**src/rtl/u2a_pkg.sv**
```systemverilog
// Shared types, character codes and folding functions of the UTF-8 to ASCII block.
// Used by u2a_front, u2a_op_queue, u2a_back and the top level; no dependencies.
package u2a_pkg;

   localparam int OP_QUEUE_DEPTH_DEF = 4;

   localparam logic [6:0] CH_SPACE = 7'h20;
   localparam logic [6:0] CH_PLUS  = 7'h2B;
   localparam logic [6:0] CH_A     = 7'h61;
   localparam logic [6:0] CH_C     = 7'h63;
   localparam logic [6:0] CH_D     = 7'h64;
   localparam logic [6:0] CH_E     = 7'h65;
   localparam logic [6:0] CH_H     = 7'h68;
   localparam logic [6:0] CH_I     = 7'h69;
   localparam logic [6:0] CH_L     = 7'h6C;
   localparam logic [6:0] CH_N     = 7'h6E;
   localparam logic [6:0] CH_O     = 7'h6F;
   localparam logic [6:0] CH_S     = 7'h73;
   localparam logic [6:0] CH_T     = 7'h74;
   localparam logic [6:0] CH_U     = 7'h75;
   localparam logic [6:0] CH_Y     = 7'h79;
   localparam logic [6:0] CH_Z     = 7'h7A;
   localparam logic [6:0] CH_NUL   = 7'h00;

   localparam logic [7:0] LEAD2_MASK = 8'hE0;
   localparam logic [7:0] LEAD2_CODE = 8'hC0;
   localparam logic [7:0] LEAD3_MASK = 8'hF0;
   localparam logic [7:0] LEAD3_CODE = 8'hE0;
   localparam logic [7:0] LEAD4_MASK = 8'hF8;
   localparam logic [7:0] LEAD4_CODE = 8'hF0;

   // One token expands to a fixed character run.
   typedef enum logic [2:0] {
      TK_NONE = 3'd0,
      TK_CHAR = 3'd1,
      TK_AMP  = 3'd2,
      TK_TH   = 3'd3,
      TK_SS   = 3'd4
   } tok_kind_type;

   typedef struct packed {
      tok_kind_type kind;
      logic [6:0]   ch;
   } token_type;

   // One queue word: up to two tokens from one input byte. tok0 empty marks an end marker.
   typedef struct packed {
      token_type tok0;
      token_type tok1;
      logic      last;
   } entry_type;

   typedef struct packed {
      logic [6:0] ch;
      logic       valid;
      logic       last;
   } result_type;

   localparam token_type TOK_NONE = '{kind: TK_NONE, ch: CH_NUL};

   function automatic token_type char_token(input logic [6:0] c);
      token_type t;
      t.kind = TK_CHAR;
      t.ch   = c;
      return t;
   endfunction

   function automatic token_type kind_token(input tok_kind_type k);
      token_type t;
      t.kind = k;
      t.ch   = CH_NUL;
      return t;
   endfunction

   function automatic token_type ascii_token(input logic [6:0] c);
      token_type t;
      t = TOK_NONE;
      if ((c >= 7'h41 && c <= 7'h5A) || (c >= 7'h61 && c <= 7'h7A) ||
          (c >= 7'h30 && c <= 7'h39) || c == CH_SPACE || c == CH_PLUS) begin
         t = char_token(c);
      end else if (c == 7'h5F || c == 7'h2D || c == 7'h2E || c == 7'h2F ||
                   c == 7'h5C || c == 7'h7C) begin
         t = char_token(CH_SPACE);
      end else if (c == 7'h26) begin
         t = kind_token(TK_AMP);
      end
      return t;
   endfunction

   function automatic logic [2:0] lead_len(input logic [7:0] b);
      logic [2:0] n;
      n = 3'd0;
      if ((b & LEAD2_MASK) == LEAD2_CODE) n = 3'd2;
      else if ((b & LEAD3_MASK) == LEAD3_CODE) n = 3'd3;
      else if ((b & LEAD4_MASK) == LEAD4_CODE) n = 3'd4;
      return n;
   endfunction

   // cnt is the number of held bytes; the current byte completes the sequence.
   function automatic logic [20:0] decode_cp(input logic [7:0] h0, input logic [7:0] h1,
                                             input logic [7:0] h2, input logic [7:0] b,
                                             input logic [1:0] cnt);
      logic [20:0] cp;
      case (cnt)
         2'd1:    cp = {10'd0, h0[4:0], b[5:0]};
         2'd2:    cp = {5'd0, h0[3:0], h1[5:0], b[5:0]};
         2'd3:    cp = {h0[2:0], h1[5:0], h2[5:0], b[5:0]};
         default: cp = {18'd0, b[2:0]};
      endcase
      return cp;
   endfunction

   function automatic token_type fold_token(input logic [20:0] cp);
      token_type t;
      t = TOK_NONE;
      if (cp[20:8] == 13'd0 && cp[7:6] == 2'b11) begin
         // Latin-1 letters; both case halves fold alike except the last slot
         case (cp[4:0]) inside
            [5'h00:5'h06]: t = char_token(CH_A);
            5'h07:         t = char_token(CH_C);
            [5'h08:5'h0B]: t = char_token(CH_E);
            [5'h0C:5'h0F]: t = char_token(CH_I);
            5'h11:         t = char_token(CH_N);
            [5'h12:5'h16]: t = char_token(CH_O);
            5'h18:         t = char_token(CH_O);
            [5'h19:5'h1C]: t = char_token(CH_U);
            5'h1D:         t = char_token(CH_Y);
            5'h1E:         t = kind_token(TK_TH);
            5'h1F:         t = cp[5] ? char_token(CH_Y) : kind_token(TK_SS);
            default:       t = TOK_NONE;
         endcase
      end else if (cp[20:8] == 13'd1) begin
         case (cp[7:0]) inside
            8'h04, 8'h05:                      t = char_token(CH_A);
            8'h06, 8'h07, 8'h0C, 8'h0D:        t = char_token(CH_C);
            8'h10, 8'h11:                      t = char_token(CH_D);
            8'h18, 8'h19:                      t = char_token(CH_E);
            8'h41, 8'h42:                      t = char_token(CH_L);
            8'h43, 8'h44, 8'h47, 8'h48:        t = char_token(CH_N);
            8'h5A, 8'h5B, [8'h5E:8'h61]:       t = char_token(CH_S);
            8'h78:                             t = char_token(CH_Y);
            [8'h79:8'h7E]:                     t = char_token(CH_Z);
            default:                           t = TOK_NONE;
         endcase
      end
      return t;
   endfunction

   function automatic logic [2:0] tok_len(input tok_kind_type k);
      logic [2:0] n;
      case (k)
         TK_CHAR: n = 3'd1;
         TK_AMP:  n = 3'd5;
         TK_TH:   n = 3'd2;
         TK_SS:   n = 3'd2;
         default: n = 3'd0;
      endcase
      return n;
   endfunction

   function automatic logic [6:0] tok_char(input token_type t, input logic [2:0] idx);
      logic [6:0] c;
      case (t.kind)
         TK_CHAR: c = t.ch;
         TK_AMP: begin
            case (idx)
               3'd1:    c = CH_A;
               3'd2:    c = CH_N;
               3'd3:    c = CH_D;
               default: c = CH_SPACE;
            endcase
         end
         TK_TH:   c = (idx == 3'd0) ? CH_T : CH_H;
         TK_SS:   c = CH_S;
         default: c = CH_NUL;
      endcase
      return c;
   endfunction

endpackage

```
**src/rtl/u2a_front.sv**
```systemverilog
// Front end: takes bytes, tracks the open UTF-8 sequence and turns each byte into tokens.
// Depends on u2a_pkg.
module u2a_front import u2a_pkg::*; (
   input  logic       clock,
   input  logic       reset,
   input  logic       take,
   input  logic [7:0] in_byte,
   input  logic       in_last,
   output logic       q_push,
   output entry_type  q_entry
);

   logic [7:0] held_ff [3];
   logic [7:0] held_in [3];
   logic [1:0] cnt_ff, cnt_in;
   logic [2:0] len_ff, len_in;
   logic [2:0] lead;
   token_type  tok_a, tok_b;
   logic [7:0] t0;

   always_comb begin
      held_in = held_ff;
      cnt_in  = cnt_ff;
      len_in  = len_ff;
      tok_a   = TOK_NONE;
      tok_b   = TOK_NONE;
      lead    = lead_len(in_byte);
      t0      = held_ff[1];
      if (len_ff == 3'd0) begin
         if (!in_byte[7]) begin
            tok_a = ascii_token(in_byte[6:0]);
         end else if (lead != 3'd0) begin
            held_in[0] = in_byte;
            cnt_in     = 2'd1;
            len_in     = lead;
         end
      end else if ({1'b0, cnt_ff} + 3'd1 >= len_ff || cnt_ff == 2'd3) begin
         tok_a  = fold_token(decode_cp(held_ff[0], held_ff[1], held_ff[2], in_byte, cnt_ff));
         cnt_in = 2'd0;
         len_in = 3'd0;
      end else begin
         held_in[cnt_ff] = in_byte;
         cnt_in          = cnt_ff + 2'd1;
         // string ends inside a sequence: drop the lead, rerun what follows it
         if (in_last) begin
            if (cnt_ff == 2'd1) begin
               if (!in_byte[7]) tok_a = ascii_token(in_byte[6:0]);
            end else begin
               if (!t0[7]) begin
                  tok_a = ascii_token(t0[6:0]);
                  if (!in_byte[7]) tok_b = ascii_token(in_byte[6:0]);
               end else if (lead_len(t0) == 3'd2) begin
                  tok_a = fold_token(decode_cp(t0, 8'd0, 8'd0, in_byte, 2'd1));
               end else if (!in_byte[7]) begin
                  tok_a = ascii_token(in_byte[6:0]);
               end
            end
         end
      end
      if (in_last) begin
         cnt_in = 2'd0;
         len_in = 3'd0;
      end
   end

   always_comb begin
      if (tok_a.kind == TK_NONE) begin
         q_entry.tok0 = tok_b;
         q_entry.tok1 = TOK_NONE;
      end else begin
         q_entry.tok0 = tok_a;
         q_entry.tok1 = tok_b;
      end
      q_entry.last = in_last;
      q_push = take && (tok_a.kind != TK_NONE || tok_b.kind != TK_NONE || in_last);
   end

   always_ff @(posedge clock) begin
      if (reset) begin
         cnt_ff <= 2'd0;
         len_ff <= 3'd0;
      end else if (take) begin
         cnt_ff <= cnt_in;
         len_ff <= len_in;
      end
   end

   always_ff @(posedge clock) begin
      if (take) begin
         held_ff <= held_in;
      end
   end

endmodule

```
**src/rtl/u2a_op_queue.sv**
```systemverilog
// Short FIFO of token words between the front end and the expander.
// Depends on u2a_pkg.
module u2a_op_queue import u2a_pkg::*; #(
   parameter int DEPTH = OP_QUEUE_DEPTH_DEF
) (
   input  logic      clock,
   input  logic      reset,
   input  logic      wr_en,
   input  entry_type wr_data,
   input  logic      rd_en,
   output entry_type rd_data,
   output logic      full,
   output logic      empty
);

   localparam int PW = (DEPTH > 1) ? $clog2(DEPTH) : 1;
   localparam int CW = $clog2(DEPTH + 1);

   entry_type         mem_ff [DEPTH];
   logic [PW-1:0]     wr_ptr_ff, rd_ptr_ff;
   logic [CW-1:0]     count_ff;
   logic              do_wr, do_rd;

   assign full    = (count_ff == CW'(DEPTH));
   assign empty   = (count_ff == '0);
   assign do_wr   = wr_en && !full;
   assign do_rd   = rd_en && !empty;
   assign rd_data = mem_ff[rd_ptr_ff];

   function automatic logic [PW-1:0] next_ptr(input logic [PW-1:0] p);
      return (p == PW'(DEPTH - 1)) ? '0 : p + 1'b1;
   endfunction

   always_ff @(posedge clock) begin
      if (reset) begin
         wr_ptr_ff <= '0;
         rd_ptr_ff <= '0;
         count_ff  <= '0;
      end else begin
         if (do_wr) wr_ptr_ff <= next_ptr(wr_ptr_ff);
         if (do_rd) rd_ptr_ff <= next_ptr(rd_ptr_ff);
         if (do_wr && !do_rd) count_ff <= count_ff + 1'b1;
         else if (do_rd && !do_wr) count_ff <= count_ff - 1'b1;
      end
   end

   always_ff @(posedge clock) begin
      if (do_wr) begin
         mem_ff[wr_ptr_ff] <= wr_data;
      end
   end

endmodule

```
**src/rtl/u2a_back.sv**
```systemverilog
// Back end: expands token words into a two-word result FIFO, one character per cycle while it has room.
// Depends on u2a_pkg.
module u2a_back import u2a_pkg::*; (
   input  logic       clock,
   input  logic       reset,
   input  entry_type  q_head,
   input  logic       q_empty,
   output logic       q_pop,
   input  logic       pop,
   output logic       empty,
   output result_type rsp
);

   entry_type  cur_ff;
   logic       cur_valid_ff;
   logic       sel_ff;
   logic [2:0] idx_ff;
   result_type omem_ff [2];
   logic       owr_ff, ord_ff;
   logic [1:0] ocnt_ff;

   token_type  cur_tok;
   logic [2:0] cur_len;
   logic       marker, tok_end, final_char;
   logic       emit, load, out_pop;
   result_type res;

   always_comb begin
      cur_tok    = sel_ff ? cur_ff.tok1 : cur_ff.tok0;
      cur_len    = tok_len(cur_tok.kind);
      marker     = (cur_ff.tok0.kind == TK_NONE);
      tok_end    = (idx_ff == cur_len - 3'd1);
      final_char = marker || (tok_end && (sel_ff || cur_ff.tok1.kind == TK_NONE));
      emit       = cur_valid_ff && (ocnt_ff != 2'd2);
      load       = !cur_valid_ff || (emit && final_char);
      q_pop      = load && !q_empty;
      res.ch     = marker ? CH_NUL : tok_char(cur_tok, idx_ff);
      res.valid  = !marker;
      res.last   = final_char && cur_ff.last;
   end

   assign out_pop = pop && (ocnt_ff != 2'd0);
   assign empty   = (ocnt_ff == 2'd0);
   assign rsp     = omem_ff[ord_ff];

   always_ff @(posedge clock) begin
      if (reset) begin
         cur_valid_ff <= 1'b0;
         sel_ff       <= 1'b0;
         idx_ff       <= 3'd0;
         owr_ff       <= 1'b0;
         ord_ff       <= 1'b0;
         ocnt_ff      <= 2'd0;
      end else begin
         if (load) begin
            cur_valid_ff <= !q_empty;
            sel_ff       <= 1'b0;
            idx_ff       <= 3'd0;
         end else if (emit) begin
            if (tok_end) begin
               sel_ff <= 1'b1;
               idx_ff <= 3'd0;
            end else begin
               idx_ff <= idx_ff + 3'd1;
            end
         end
         if (emit) owr_ff <= !owr_ff;
         if (out_pop) ord_ff <= !ord_ff;
         if (emit && !out_pop) ocnt_ff <= ocnt_ff + 2'd1;
         else if (out_pop && !emit) ocnt_ff <= ocnt_ff - 2'd1;
      end
   end

   always_ff @(posedge clock) begin
      if (q_pop) cur_ff <= q_head;
      if (emit) omem_ff[owr_ff] <= res;
   end

endmodule

```
**src/rtl/utf8_to_ascii_transliterator.sv**
```systemverilog
// Top level of the UTF-8 to ASCII transliterator.
// Depends on u2a_pkg, u2a_front, u2a_op_queue and u2a_back.

// Bytes of a UTF-8 string go in on push/full, one per cycle while full is low, and folded ASCII
// characters come out on empty/pop, one per cycle, with rsp_out_last on the final word of each
// string (a word with rsp_out_valid low and a zero character when the string's last byte gave
// nothing). The front end takes a byte every cycle while the op queue is not full; the expander
// gives one character per cycle while its result FIFO has room, so a byte that yields several
// characters (five for an ampersand, two for ss or th, up to ten for a tail reprocessed at the
// end of a string) holds the request side once the OP_QUEUE_DEPTH-word op queue has filled.
module utf8_to_ascii_transliterator import u2a_pkg::*; #(
   parameter int OP_QUEUE_DEPTH = OP_QUEUE_DEPTH_DEF
) (
   input  logic       clock,
   input  logic       reset,
   input  logic       push,
   output logic       full,
   input  logic [7:0] req_in_byte,
   input  logic       req_in_last,
   output logic       empty,
   input  logic       pop,
   output logic [6:0] rsp_out_char,
   output logic       rsp_out_valid,
   output logic       rsp_out_last
);

   logic       take;
   logic       q_push, q_pop, q_full, q_empty;
   entry_type  q_wr, q_head;
   result_type rsp;

   assign full = q_full;
   assign take = push && !q_full;

   u2a_front u_front (
      .clock   (clock),
      .reset   (reset),
      .take    (take),
      .in_byte (req_in_byte),
      .in_last (req_in_last),
      .q_push  (q_push),
      .q_entry (q_wr)
   );

   u2a_op_queue #(.DEPTH(OP_QUEUE_DEPTH)) u_queue (
      .clock   (clock),
      .reset   (reset),
      .wr_en   (q_push),
      .wr_data (q_wr),
      .rd_en   (q_pop),
      .rd_data (q_head),
      .full    (q_full),
      .empty   (q_empty)
   );

   u2a_back u_back (
      .clock   (clock),
      .reset   (reset),
      .q_head  (q_head),
      .q_empty (q_empty),
      .q_pop   (q_pop),
      .pop     (pop),
      .empty   (empty),
      .rsp     (rsp)
   );

   assign rsp_out_char  = rsp.ch;
   assign rsp_out_valid = rsp.valid;
   assign rsp_out_last  = rsp.last;

   // an end marker always closes its string and carries no character
   a_marker_last: assert property (@(posedge clock) disable iff (reset)
      !empty && !rsp_out_valid |-> rsp_out_last && rsp_out_char == CH_NUL)
      else $error("end marker without last or with a character");

   a_char_nonzero: assert property (@(posedge clock) disable iff (reset)
      !empty && rsp_out_valid |-> rsp_out_char != CH_NUL)
      else $error("valid result word carries a null character");

   a_queue_idle: assert property (@(posedge clock) disable iff (reset)
      q_empty && !q_push |=> q_empty)
      else $error("op queue filled without a push");

endmodule
```
**config.mk**
```make
export PLATFORM = sky130hd
export DESIGN_NAME = utf8_to_ascii_transliterator
export DESIGN_NICKNAME = d
export VERILOG_FILES = /design/src/rtl/u2a_pkg.sv /design/src/rtl/u2a_front.sv /design/src/rtl/u2a_op_queue.sv /design/src/rtl/u2a_back.sv /design/src/rtl/utf8_to_ascii_transliterator.sv
export SDC_FILE = /design/constraint.sdc
export NUM_CORES = 1
export LEC_CHECK = 0
export BUFFER_PORTS_ARGS = -buffer_cell sky130_fd_sc_hd__buf_4
export CAP_MARGIN = 15
export CORE_ASPECT_RATIO = 1.4
export CORE_MARGIN = 2
export CORE_UTILIZATION = 49
export CTS_BUF_LIST = sky130_fd_sc_hd__clkbuf_16
export DETAILED_ROUTE_END_ITERATION = 8
export PLACE_DENSITY = 0.75
export SLEW_MARGIN = 25
export SYNTH_ARGS = -nofsm -noshare
export SYNTH_HDL_FRONTEND = slang
export SYNTH_SLANG_ARGS = --single-unit
```
**constraint.sdc**
```tcl
create_clock -name clock -period 4.1 [get_ports clock]
set_input_delay 0.82 -clock clock [delete_from_list [all_inputs] [get_ports clock]]
set_output_delay 0.82 -clock clock [all_outputs]
set_load 0.01 [all_outputs]
```
== After elaboration in Yosys (flattened, before gate mapping) ==
Memories as Yosys holds them, arrays and structs flattened. A register that Yosys moved wholly into a read port is not among the register bits.
Cells that the tools add are included.
Storage, ports and cells
  ROM bits: 0
  input port bits: 13
  latch bits: 0
  output and inout port bits: 11
  RAM bits: 102
  register bits after elaboration: 45
  memories kept: 2
Cells by class
  equality and inequality tests: 99
  multiplexer cells: 121
  add/sub/neg operators: 10
  divide/modulo/power cells: 0
  multiply operators: 0
  bitwise operators: 3
  shift operators: 0
  magnitude comparators: 43
  reduce and logical (&&, ||, !) cells: 108
Memory list
  u_queue.mem_ff: depth 4, bits a word 21, read ports 1, clocked after memory_dff 1, wr ports 1, line u2a_op_queue.sv:19  | entry_type mem_ff [DEPTH];
  u_back.omem_ff: depth 2, bits a word 9, read ports 1, clocked after memory_dff 1, wr ports 1, line u2a_back.sv:18  | result_type omem_ff [2];
Operator list (number)
  two-way mux 10 bit: 60
  two-way mux 21 bit: 8
  == test 8 x 7 -> 1 bit (second input constant): 18
  == test 7 x 6 -> 1 bit (second input constant): 12
  == test 8 x 3 -> 1 bit (second input constant): 8
  == test 8 x 5 -> 1 bit (second input constant): 8
  case mux 21 bit (3 select lines): 1
  == test 5 bit (second input constant): 12
  two-way mux 3 bit: 19
  two-way mux 8 bit: 6
  == test 7 bit (second input constant): 6
  logical AND 1 bit: 37
  == test 8 x 4 -> 1 bit (second input constant): 4
  greater-or-equal comparator 8 x 7 -> 1 bit (second input constant): 4
  <= comparator 8 x 7 -> 1 bit (second input constant): 4
  greater-or-equal comparator 7 bit (second input constant): 4
  <= comparator 7 bit (second input constant): 4
  case mux 7 bit (4 select lines): 1
  two-way mux 9 bit: 3
  == test 13 x 1 -> 1 bit (second input constant): 2
  logical NOT 13 bit: 2
  bitwise mux 24 bit: 1
  logical OR 1 bit: 24
  two-way mux 24 bit: 1
  48 further kinds: 135

== Longest topological paths before layout ==
Gate-level depths: netlist of the first run.
  depth after elaboration: 44
  gate-level depth with buffers: 19
  depth with buffers taken out: 16

== Hierarchy ==
A second synthesis of the first run with hierarchy kept.
Second synthesis, totals
  cell total of the unflattened synthesis: 773
  area, all modules: 9042.4 µm²
Modules (own cells, without submodules)
  u2a_op_queue: sequential area each 2702.6 µm², cells an instance 159, area an instance 3537.1 µm², times used 1
  u2a_front: sequential area each 670.6 µm², cells an instance 436, area an instance 3220.6 µm², times used 1
  u2a_back: sequential area each 1371.3 µm², cells an instance 177, area an instance 2270.9 µm², times used 1
  utf8_to_ascii_transliterator: sequential area each 0.0 µm², cells an instance 1, area an instance 13.8 µm², times used 1

== Worst setup path after synthesis of the first run ==
Ideal clock, no wire load.
  kind: input-to-reg
  start point: in req_in_byte[3]
  end point: reg u_queue.count_ff[2]
  cell stages on the path: 14
  path buffers: 1
  data arrival time: 4.027 ns
  path slack: 0.003 ns
  library setup time: 0.070 ns
  data required time: 4.030 ns
  cells stage by stage: inv_2 > or4_4 > mux2_4 > or4_4 > nor3b_4 > o31ai_4 > o311a_1 > buf_2 > ha_1 > inv_1 > fa_1 > xor2_1 > or3_1 > a21oi_1
On the way
  word-level cells in the longest chain between the ends: 33
Ends and longest elaborated chain
  start: declaration: line utf8_to_ascii_transliterator.sv:18  | input logic [7:0] req_in_byte,
  two-way mux 21 bit: line u2a_front.sv:52  | end else if (lead_len(t0) == 3'd2) begin
  two-way mux 21 bit: line u2a_front.sv:49  | if (!t0[7]) begin
  two-way mux 21 bit: line u2a_front.sv:46  | if (cnt_ff == 2'd1) begin
  two-way mux 21 bit: line u2a_front.sv:45  | if (in_last) begin
  two-way mux 21 bit: line u2a_front.sv:37  | end else if ({1'b0, cnt_ff} + 3'd1 >= len_ff || cnt_ff == 2'd3) begin
  two-way mux 21 bit: line u2a_front.sv:29  | if (len_ff == 3'd0) begin
  greater-or-equal comparator 8 x 7 -> 1 bit (not written as such) (tied with other cells): line u2a_front.sv:53  | tok_a = fold_token(decode_cp(t0, 8'd0, 8'd0, in_byte, 2'd1));
  logical AND 1 bit (not written as such) or two-way mux 10 bit (tied branches): line u2a_front.sv:53, u2a_pkg.sv:118
  [... 17 more ...]
  nonzero test 3 bit: line u2a_front.sv:75  | q_push = take && (tok_a.kind != TK_NONE || tok_b.kind != TK_NONE || in_last);
  logical OR 1 bit * (2 in a row): line u2a_front.sv:75
  logical AND 1 bit *: line u2a_front.sv:75
  logical AND 1 bit *: line u2a_op_queue.sv:26  | assign do_wr = wr_en && !full;
  named net u_queue.do_wr: line u2a_op_queue.sv:22  | logic do_wr, do_rd;
  logical NOT 1 bit: line u2a_op_queue.sv:43  | else if (do_rd && !do_wr) count_ff <= count_ff - 1'b1;
  logical AND 1 bit: line u2a_op_queue.sv:43
  nonzero test 2 bit (no source line)
  end signal: assignment: line u2a_op_queue.sv:42  | if (do_wr && !do_rd) count_ff <= count_ff + 1'b1;
  end signal: assignment: line u2a_op_queue.sv:43
  end: declaration: line u2a_op_queue.sv:21  | logic [CW-1:0] count_ff;
The timed path passes the listed nets; every way through them passes the cells marked *. The select of a mux whose other input is x is not followed.
A chain may end at the register's enable or synchronous reset.

== Worst setup path in the final report of the first run ==
  start point: reg u_front.held_ff (netlist bit u_front.t0[5])
  end point: reg u_queue.count_ff[2]
On the way
  word-level cells in the longest chain between the ends: 24
Ends and longest elaborated chain
  start: declaration: line u2a_front.sv:13  | logic [7:0] held_ff [3];
  start signal: assignment: line u2a_front.sv:90  | held_ff <= held_in;
  == test 5 bit: line u2a_pkg.sv:95  | else if ((b & LEAD4_MASK) == LEAD4_CODE) n = 3'd4;
  two-way mux 3 bit: line u2a_pkg.sv:95
  two-way mux 3 bit: line u2a_pkg.sv:94  | else if ((b & LEAD3_MASK) == LEAD3_CODE) n = 3'd3;
  two-way mux 3 bit: line u2a_pkg.sv:93  | if ((b & LEAD2_MASK) == LEAD2_CODE) n = 3'd2;
  two-way mux 3 bit: line u2a_front.sv:49
  two-way mux 3 bit: line u2a_front.sv:46
  two-way mux 3 bit: line u2a_front.sv:45
  two-way mux 3 bit: line u2a_front.sv:37
  [... 7 more ...]
  two-way mux 10 bit *: line u2a_front.sv:29
  nonzero test 3 bit *: line u2a_front.sv:75
  logical OR 1 bit * (2 in a row): line u2a_front.sv:75
  logical AND 1 bit *: line u2a_front.sv:75
  logical AND 1 bit *: line u2a_op_queue.sv:26
  logical NOT 1 bit: line u2a_op_queue.sv:43
  logical AND 1 bit: line u2a_op_queue.sv:43
  nonzero test 2 bit (no source line)
Mark *: on every way between the ends. The rest lies on a longest branch, timed or not. The select of a mux whose other input is x is not followed.

==> metrics.log, run 1 <==
INFO  metric synth_area = between 0.008 and 0.009 mm²
INFO  metric synth_top_area_share = between 40% and 50%
INFO  metric route.vias.total = around 6,500
INFO  metric final-setup-viol-count = 0
INFO  metric p_leak = 3.55 nW
INFO  metric setup.worst_path.end_class = flop
INFO  metric clock_path_buffers = 2
INFO  metric numCtsBuffers = 17
INFO  metric antenna_found_initial = 0
INFO  metric effective_utilization_at_floorplan = about half
INFO  metric clk-insertion-delay-late = approximately 0.43 ns
INFO  metric worst_ir_drop_vdd = roughly 300 µV
INFO  metric drive_above_1_share = roughly 26%
INFO  metric grt.met2_usage = 45.9%
INFO  metric final_antenna_net_count = 0
INFO  metric status = complete, no violations
INFO  metric grt_pass1_wl = 35,500 µm
INFO  metric drc_errors = 0
INFO  metric class_of_the_worst_hold_path = reg -> reg
INFO  metric synth.area.top_cells = sky130_fd_sc_hd__edfxtp_1 48%, sky130_fd_sc_hd__mux4_2 5.3%, sky130_fd_sc_hd__dfxtp_1 5.2%
INFO  metric most-common-layout-cells = 137 x sky130_fd_sc_hd__edfxtp_1, 100 x sky130_fd_sc_hd__buf_4, 62 x sky130_fd_sc_hd__nor2_1
INFO  metric postSynthNetCount = 780
INFO  metric die_area = between 0.015 and 0.02 mm²
INFO  metric critPathSlowestCell = sky130_fd_sc_hd__or4_1
INFO  metric p_switching = between 1.5 and 2 mW
INFO  metric finish.net_count = about 860
INFO  metric maximum_number_of_pins_on_one_net_before_global_route_repair = 35
INFO  metric dieWidth = 115 µm
INFO  metric cpPeakStageDelay = 0.59 ns
INFO  metric drv_slew = 0
INFO  metric cts.htree.levels = 4
INFO  metric clk_transition_reported_paths = about 0.060 ns
INFO  metric placeableCoreArea = between 0.015 and 0.02 mm²
INFO  metric timing.fmax = approximately 0.25 GHz
INFO  metric sequentialPowerShare = between 40% and 50%
INFO  metric synth_enable_flop_cells = 137
INFO  metric p_sw_share = between 30% and 40%
INFO  metric slew_headroom = between 30% and 40%
INFO  metric gp_routability_congestion = between 1 and 1.5
INFO  metric routed_wirelength = about 22,000 µm
INFO  metric met3_usage = 4.86%
INFO  metric post-place-ws = -0.231 ns
INFO  metric io_pins = 24
INFO  metric grt_use_met1 = between 20% and 30%
INFO  metric wl_per_cell = roughly 21 µm
INFO  metric power_report.internal_total = ~3.7 mW
INFO  metric rsz0062_at_grt = false
INFO  metric post_synth_inst_count = approximately 750
INFO  metric final.setup_skew = about 0.010 ns
INFO  metric antenna_cells = 0
INFO  metric hpwlAfterDp = approximately 17,000 µm
INFO  metric finalCoreUtilization = between 50% and 60%
INFO  metric chipHeight = about 160 µm
INFO  metric tritoncts = yes
INFO  metric vias_per_cell = approximately 6
INFO  metric drtPass1Iterations = 7
INFO  metric rows = 57
INFO  metric overall_overflow_remaining_after_global_route = 0
INFO  metric combinational_group_share_of_total_power = between 20% and 30%
INFO  metric timing.reg2reg.worst_path_depth = 13
INFO  metric ys_dominant_reg_cell = sky130_fd_sc_hd__edfxtp_1
INFO  metric tightestPinTransition = 1.05 ns
INFO  metric syn_to_final_growth = 19.8%
INFO  metric tns = 0 ns
INFO  metric finalHoldViolations = 0
INFO  metric crit_path_cell_trace = or4_1 -> o41ai_2 -> nand4b_1 -> or2_2 -> o32a_1 -> o31ai_4 -> o311a_1 -> ha_2 -> inv_1 -> fa_1 -> xor2_1 -> or3_4 -> a21oi_2
INFO  metric placement.io_buffers = 23
INFO  metric p_total = 5.26 mW
INFO  metric setup_slack = about 0.13 ns
INFO  metric worst_setup_path_start_kind = flop
INFO  metric crit_arrival = 4.33 ns
INFO  metric gr-usage-all-layers = 25.5%
INFO  metric yosysWarningCount = 0
INFO  metric post_synthesis_register_bit_count = about 160
INFO  metric timing.final.crit_period = just under 4 ns
INFO  metric asyncSetResetFlopFracSynth = 0%
INFO  metric first_global_vias = ~6,700
INFO  metric synth_cell_types = just under 80
INFO  metric min_period_over_period = approximately 97%
INFO  metric cap_viol_max_count = 0
INFO  metric holdPathStages = 2
INFO  metric cts_root_buffer = sky130_fd_sc_hd__clkbuf_16
INFO  metric detailedRoute.firstIterationViolations = 600
INFO  metric avgSynthCellArea = ~11 µm²
INFO  metric worst-endpoint-required = approximately 4.5 ns
INFO  metric clkPwrFrac = 29.5%
INFO  metric crit_fanout = 4
INFO  metric grt_busiest_layer = met2
INFO  metric synth.largest_area_cell = sky130_fd_sc_hd__edfxtp_1
INFO  metric synth_sequential_area_ratio = 53.5%
INFO  metric cts_num_sinks = roughly 160
INFO  metric layout_commonest_cell = sky130_fd_sc_hd__edfxtp_1
INFO  metric worstSetupPathType = reg -> reg
INFO  metric power.density_cell_area = about 520 mW/mm²
==> logic make-up (layout without fill, tap and decap cells) <==
| group | Yosys count | count (layout) | synth area share, % |
|---|---|---|---|
| multiplexers | 43 | 43 | 8.29 |
| buffers and inverters | 70 | 166 | 3.32 |
| adder cells (fa/ha/maj) | 22 | 22 | 3.32 |
| AO/OA/AOI/OAI | 171 | 171 | 13.9 |
| AND/OR/NAND/NOR | 269 | 269 | 16.6 |
| flip-flops | 159 | 159 | 53.5 |
| XOR/XNOR | 11 | 11 | 1.13 |
==> worst max-delay path, delay by kind of cell, from the launching register on <==
family	cells	cell delay, ns
simple gates	4	1.53
compound gates	5	1.13
fa+ha+maj	2	0.59
flops	1	0.42
xor+xnor	1	0.19
buf+inv	1	0.05
==> what timing repair did <==
action	4_1_cts	5_1_grt
cloned	0	0
hold buffers	0	0
setup buffers	2	7
pin swaps	0	7
setup endpoints to repair	2	2
resized for setup	9	16
==> per-layer routing <==
layer | wire (µm) | vias to the layer above
met5 | 0 | -
met4 | 1370 | 0
met3 | 1010 | 89
met2 | 12300 | 265
met1 | 7750 | 3106
li1 | - | 3025
==> power groups by stage <==
stage	registers, mW	clock network (mW)	logic, mW
after floorplan	2.22	0	0.955
after global placement	2.27	0	1.32
after detailed placement	2.29	0	1.38
after CTS	2.26	1.58	1.40
after global routing	2.29	1.65	1.57
final	2.26	1.55	1.45
==> Yosys cell counts, types with 4 or more instances <==
cell type,number
sky130_fd_sc_hd__edfxtp_1,137
sky130_fd_sc_hd__nor2_1,63
sky130_fd_sc_hd__nand2_1,54
sky130_fd_sc_hd__a21oi_1,40
sky130_fd_sc_hd__clkbuf_1,28
sky130_fd_sc_hd__inv_1,26
sky130_fd_sc_hd__nor3_1,23
sky130_fd_sc_hd__dfxtp_1,22
sky130_fd_sc_hd__ha_1,21
sky130_fd_sc_hd__mux4_2,20
sky130_fd_sc_hd__o21ai_0,20
sky130_fd_sc_hd__nand3_1,18
sky130_fd_sc_hd__and2_1,16
sky130_fd_sc_hd__mux2_2,16
sky130_fd_sc_hd__a31oi_1,15
sky130_fd_sc_hd__nand2b_1,14
sky130_fd_sc_hd__or3_1,12
sky130_fd_sc_hd__and3_1,11
sky130_fd_sc_hd__nor2b_1,11
sky130_fd_sc_hd__a211oi_1,9
sky130_fd_sc_hd__o31ai_1,9
sky130_fd_sc_hd__xor2_1,9
sky130_fd_sc_hd__o211ai_1,8
sky130_fd_sc_hd__o21ai_1,8
sky130_fd_sc_hd__buf_2,7
sky130_fd_sc_hd__a22oi_1,6
sky130_fd_sc_hd__mux2i_1,6
sky130_fd_sc_hd__nor4_1,6
sky130_fd_sc_hd__a211o_1,5
sky130_fd_sc_hd__buf_1,5
sky130_fd_sc_hd__nand3b_1,5
sky130_fd_sc_hd__nand4_1,5
sky130_fd_sc_hd__nor3b_1,5
sky130_fd_sc_hd__or2_2,5
sky130_fd_sc_hd__a21o_1,4
sky130_fd_sc_hd__a32oi_1,4
sky130_fd_sc_hd__o22ai_1,4
sky130_fd_sc_hd__or4_1,4
==> worst paths after layout <==
check | startpoint | end | slack [ns]
max | u_front.t0[5]$_DFFE_PP_ | u_queue.count_ff[2]$_SDFFE_PP0P_ | 0.13
min | u_back.ord_ff$_SDFFE_PP0P_ | u_back.ord_ff$_SDFFE_PP0P_ | 0.51
max reg2reg | u_front.t0[5]$_DFFE_PP_ | u_queue.count_ff[2]$_SDFFE_PP0P_ | 0.13
min reg2reg | u_back.ord_ff$_SDFFE_PP0P_ | u_back.ord_ff$_SDFFE_PP0P_ | 0.51
==> flip-flops by register name (all words and copies together) (netlist names), named ones only <==
register,cells
u_back.sel_ff,1
u_back.omem_ff,18
u_queue.wr_ptr_ff,2
u_queue.count_ff,3
u_back.cur_ff,20
u_queue.mem_ff,80
u_front.held_ff,11
u_front.cnt_ff,2
u_queue.rd_ptr_ff,2
u_back.ord_ff,1
u_front.len_ff,3
u_front.t0,8
u_back.owr_ff,1
u_back.cur_valid_ff,1
u_back.ocnt_ff,2
u_back.idx_ff,3
==> cell type report <==
class                           instances  area [µm²]
Multi-Input combinational cell        516        3770
Timing Repair Buffer                  107         891
Sequential cell                       159        4560
Tap cell                              236         295
Fill cell                            1357        6990
Inverter                               27         101
Clock buffer                           17         425
Clock inverter                         15         160
==> through the flow <==
step	instance area [µm²]	hold slack, ns	std cells
floorplan	8520	0.472	745
global placement	9450	0.494	1036
detailed placement	9450	0.506	1036
CTS	10100	0.519	1070
global route	10200	0.550	1077
finish	10200	0.512	1077
Power figures use the tool's default switching activity.
==> inputs of run 2 (changes only) <==
--- a/config.mk
+++ b/config.mk
@@ -9,10 +9,11 @@
 export CAP_MARGIN = 15
 export CORE_ASPECT_RATIO = 1.4
 export CORE_MARGIN = 2
-export CORE_UTILIZATION = 49
+export CORE_UTILIZATION = 47
 export CTS_BUF_LIST = sky130_fd_sc_hd__clkbuf_16
+export CTS_CLUSTER_SIZE = 24
 export DETAILED_ROUTE_END_ITERATION = 8
-export PLACE_DENSITY = 0.75
+export PLACE_DENSITY = 0.72
 export SLEW_MARGIN = 25
 export SYNTH_ARGS = -nofsm -noshare
 export SYNTH_HDL_FRONTEND = slang
==> run 2 against run 1 <==
Via count increased by 0.11%. Critical path depth rose by 3. Maximum frequency grew 0.21%. Sequential power is essentially flat. Total power down 2.7%.
==> metrics.log, run 2 (synthesis gave the netlist of run 1 again) <==
INFO  metric grt_pass1_wl = 34,700 µm (-2.2%)
INFO  metric placeableCoreArea = 0.0179 mm² (+3.9%)
INFO  metric layout_commonest_cell = sky130_fd_sc_hd__edfxtp_1
INFO  metric critical_path.reg2reg.endpoint = u_queue.count_ff[2]$_SDFFE_PP0P_
INFO  metric p_leak = 3.54 nW (-0.18%)
INFO  metric tritoncts = yes
INFO  metric class_of_the_worst_hold_path = reg -> reg
INFO  metric rows = 58 (+1.8%)
INFO  metric status = complete, no violations
INFO  metric most-common-layout-cells = 137 x sky130_fd_sc_hd__edfxtp_1, 103 x sky130_fd_sc_hd__buf_4, 63 x sky130_fd_sc_hd__nor2_1
INFO  metric drive_above_1_share = 24.3% (-1.3 points)
INFO  metric timing.final.crit_period = 3.96 ns (-0.00837 ns)
INFO  metric dieWidth = 118 µm (+2.0%)
INFO  metric final-setup-viol-count = 0 (unchanged)
INFO  metric placement.io_buffers = 23 (unchanged)
INFO  metric final.fill_count = 1,506 (+11%)
INFO  metric drc_errors = 0 (unchanged)
INFO  metric timing.fmax = 0.252 GHz (+0.21%)
INFO  metric die_area = 0.0192 mm² (+4.1%)
INFO  metric cts_root_buffer = sky130_fd_sc_hd__clkbuf_16
INFO  metric hpwlAfterDp = 16,700 µm (-0.18%)
INFO  metric drv_slew = 0 (unchanged)
INFO  metric drtPass1Iterations = 5 (-2)
INFO  metric cts_num_sinks = 159 (unchanged)
INFO  metric timing.hold.worst.start = u_back.ord_ff$_SDFFE_PP0P_
INFO  metric gp_routability_congestion = 0.983 (-3.7%)
INFO  metric final.setup_skew = 0.0237 ns (+0.0132 ns)
INFO  metric reg2reg_slack = 0.14 ns (about the same)
INFO  metric final_antenna_net_count = 0 (unchanged)
INFO  metric clk-insertion-delay-late = 0.43 ns (about the same)
INFO  metric setup.worst_path.end_class = flop
INFO  metric tightestPinTransition = 0.990 ns (-0.0576 ns)
INFO  metric effective_utilization_at_floorplan = 47.7% (-1.8 points)
INFO  metric finalHoldViolations = 0 (unchanged)
INFO  metric min_period_over_period = 96.6% (-0.20 points)
INFO  metric timing.reg2reg.worst_path_depth = 16 (+3)
INFO  metric crit_arrival = 4.33 ns (about the same)
INFO  metric registers.top_by_ff_count = u_queue.mem_ff
INFO  metric rsz0062_at_grt = false
INFO  metric syn_to_final_growth = 18.8%
INFO  metric maximum_number_of_pins_on_one_net_before_global_route_repair = 35 (unchanged)
INFO  metric finish.net_count = 864 (+0.12%)
INFO  metric post-place-ws = -0.0589 ns (+0.172 ns)
INFO  metric clock_path_buffers = 2 (unchanged)
INFO  metric p_total = 5.12 mW (-2.7%)
INFO  metric io_pins = 24 (unchanged)
INFO  metric clk_transition_reported_paths = 0.07 ns (about the same)
INFO  metric crit_fanout = 7 (+3)
INFO  metric chipHeight = 163 µm (+2.1%)
INFO  metric critical_path.reg2reg.startpoint = u_front.cnt_ff[0]$_SDFFE_PP0P_
INFO  metric route.vias.total = 6,492 (+0.11%)
INFO  metric gr-usage-all-layers = 23.5% (-2.0 points)
INFO  metric detailedRoute.firstIterationViolations = 528 (-12%)
INFO  metric worst_setup_path_start_kind = flop
INFO  metric slew_headroom = 33.9% (+3.8 points)
INFO  metric overall_overflow_remaining_after_global_route = 0 (unchanged)
INFO  metric reg_top3 = u_queue.mem_ff (80), u_back.cur_ff (20), u_back.omem_ff (18)
INFO  metric antenna_cells = 0 (unchanged)
INFO  metric antenna_found_initial = 0 (unchanged)
INFO  metric worstSetupPathType = reg -> reg
INFO  metric first_global_vias = 6,521 (-2.7%)
INFO  metric routed_wirelength = 22,000 µm (-1.7%)
INFO  metric cts.htree.levels = 4 (unchanged)
INFO  metric numCtsBuffers = 17 (unchanged)
INFO  metric worst-endpoint-required = 4.46 ns (about the same)
INFO  metric cap_viol_max_count = 0 (unchanged)
INFO  metric vias_per_cell = 6.00 (-0.35%)
INFO  metric largest_reg_flops = 80 (unchanged)
INFO  metric holdPathStages = 2 (unchanged)
INFO  metric setup_slack = 0.139 ns (+0.00837 ns)
INFO  metric worst_hold_slack = 0.529 ns (+0.0170 ns)
INFO  metric worst_ir_drop_vdd = 217 µV (-28%)
INFO  metric power.density_cell_area = 506 mW/mm² (-1.9%)
INFO  metric wl_per_cell = 20.4 µm (-2.2%)
-- run 2: cell count changes in the layout (fill, tap and decap cells not counted), sizes merged --
| cell | before | now |
|---|---|---|
| clkinvlp | 3 | 0 |
| bufinv | 2 | 1 |
| inv | 33 | 35 |
| buf | 107 | 108 |
| clkinv | 4 | 6 |
-- run 2: layer usage --
layer | wire length, µm | track usage (%) | vias to the layer above
met5 | 0 | 0 | -
met2 | 12000 | 44.7 | 211
met3 | 823 | 3.25 | 79
met1 | 7890 | 24.2 | 3181
met4 | 1280 | 14.6 | 0
li1 | - | - | 3021
-- run 2: how the worst max path moves through the flow --
stage	from	endpoint	slack [ns]	cells after the start
after floorplan	req_in_byte[3]	u_queue.count_ff[2]$_SDFFE_PP0P_	0.003	14
after global placement	req_in_byte[3]	u_queue.count_ff[2]$_SDFFE_PP0P_	-0.03	14
after detailed placement	req_in_byte[3]	u_queue.count_ff[2]$_SDFFE_PP0P_	-0.06	14
after CTS	u_front.cnt_ff[0]$_SDFFE_PP0P_	u_queue.count_ff[2]$_SDFFE_PP0P_	0.01	16
after global routing	u_front.cnt_ff[1]$_SDFFE_PP0P_	u_queue.count_ff[2]$_SDFFE_PP0P_	0.004	17
final	u_front.cnt_ff[0]$_SDFFE_PP0P_	u_queue.count_ff[2]$_SDFFE_PP0P_	0.14	16
-- run 2: metrics by stage --
stage | instance area [µm²] | setup TNS [ns] | cells | util (%)
3_5_place_dp | 9490 | -0.0589 | 1048 | 53.2
4_1_cts | 10100 | 0 | 1080 | 56.3
6_report | 10100 | 0 | 1082 | 56.7
5_1_grt | 10100 | 0 | 1082 | 56.7
2_1_floorplan | 8520 | 0 | 745 | -
3_3_place_gp | 9490 | -0.0276 | 1048 | 53.2
-- run 2: cell type report --
cell class,instances,area (µm²),area share (%)
Inverter,27,101,1.00
Clock inverter,15,131,1.30
Clock buffer,17,425,4.20
Multi-Input combinational cell,516,3730,36.9
Tap cell,240,300,2.97
Timing Repair Buffer,108,873,8.63
Sequential cell,159,4560,45.0
-- run 2: power by group --
group	switching, mW	leakage (nW)	internal [mW]
clock	0.650	0.281	0.841
combinational	0.733	1.86	0.644
sequential	0.150	1.40	2.10
-- run 2: timing repair --
| item | CTS | global route |
|---|---|---|
| endpoints found under the setup margin | 1 | 26 |
| buffers inserted | 0 | 2 |
| pin swaps | 0 | 4 |
| hold buffers | 0 | 0 |
| hold endpoints to repair | 0 | 0 |
| resized for setup | 1 | 10 |
-- run 2: worst max-delay path, cell delays in order, from the launching register on --
cell and delay [ns]:
sky130_fd_sc_hd__dfxtp_2 0.34, sky130_fd_sc_hd__ha_1 0.23, sky130_fd_sc_hd__buf_4 0.18, sky130_fd_sc_hd__a222oi_1 0.36, sky130_fd_sc_hd__buf_4 0.21, sky130_fd_sc_hd__nor3_1 0.05
sky130_fd_sc_hd__mux2_4 0.26, sky130_fd_sc_hd__or4_4 0.41, sky130_fd_sc_hd__nor3b_4 0.18, sky130_fd_sc_hd__o31ai_4 0.23, sky130_fd_sc_hd__o311a_1 0.20, sky130_fd_sc_hd__ha_1 0.17
sky130_fd_sc_hd__inv_1 0.06, sky130_fd_sc_hd__fa_1 0.38, sky130_fd_sc_hd__xor2_1 0.18, sky130_fd_sc_hd__or3_1 0.31, sky130_fd_sc_hd__a21oi_1 0.13
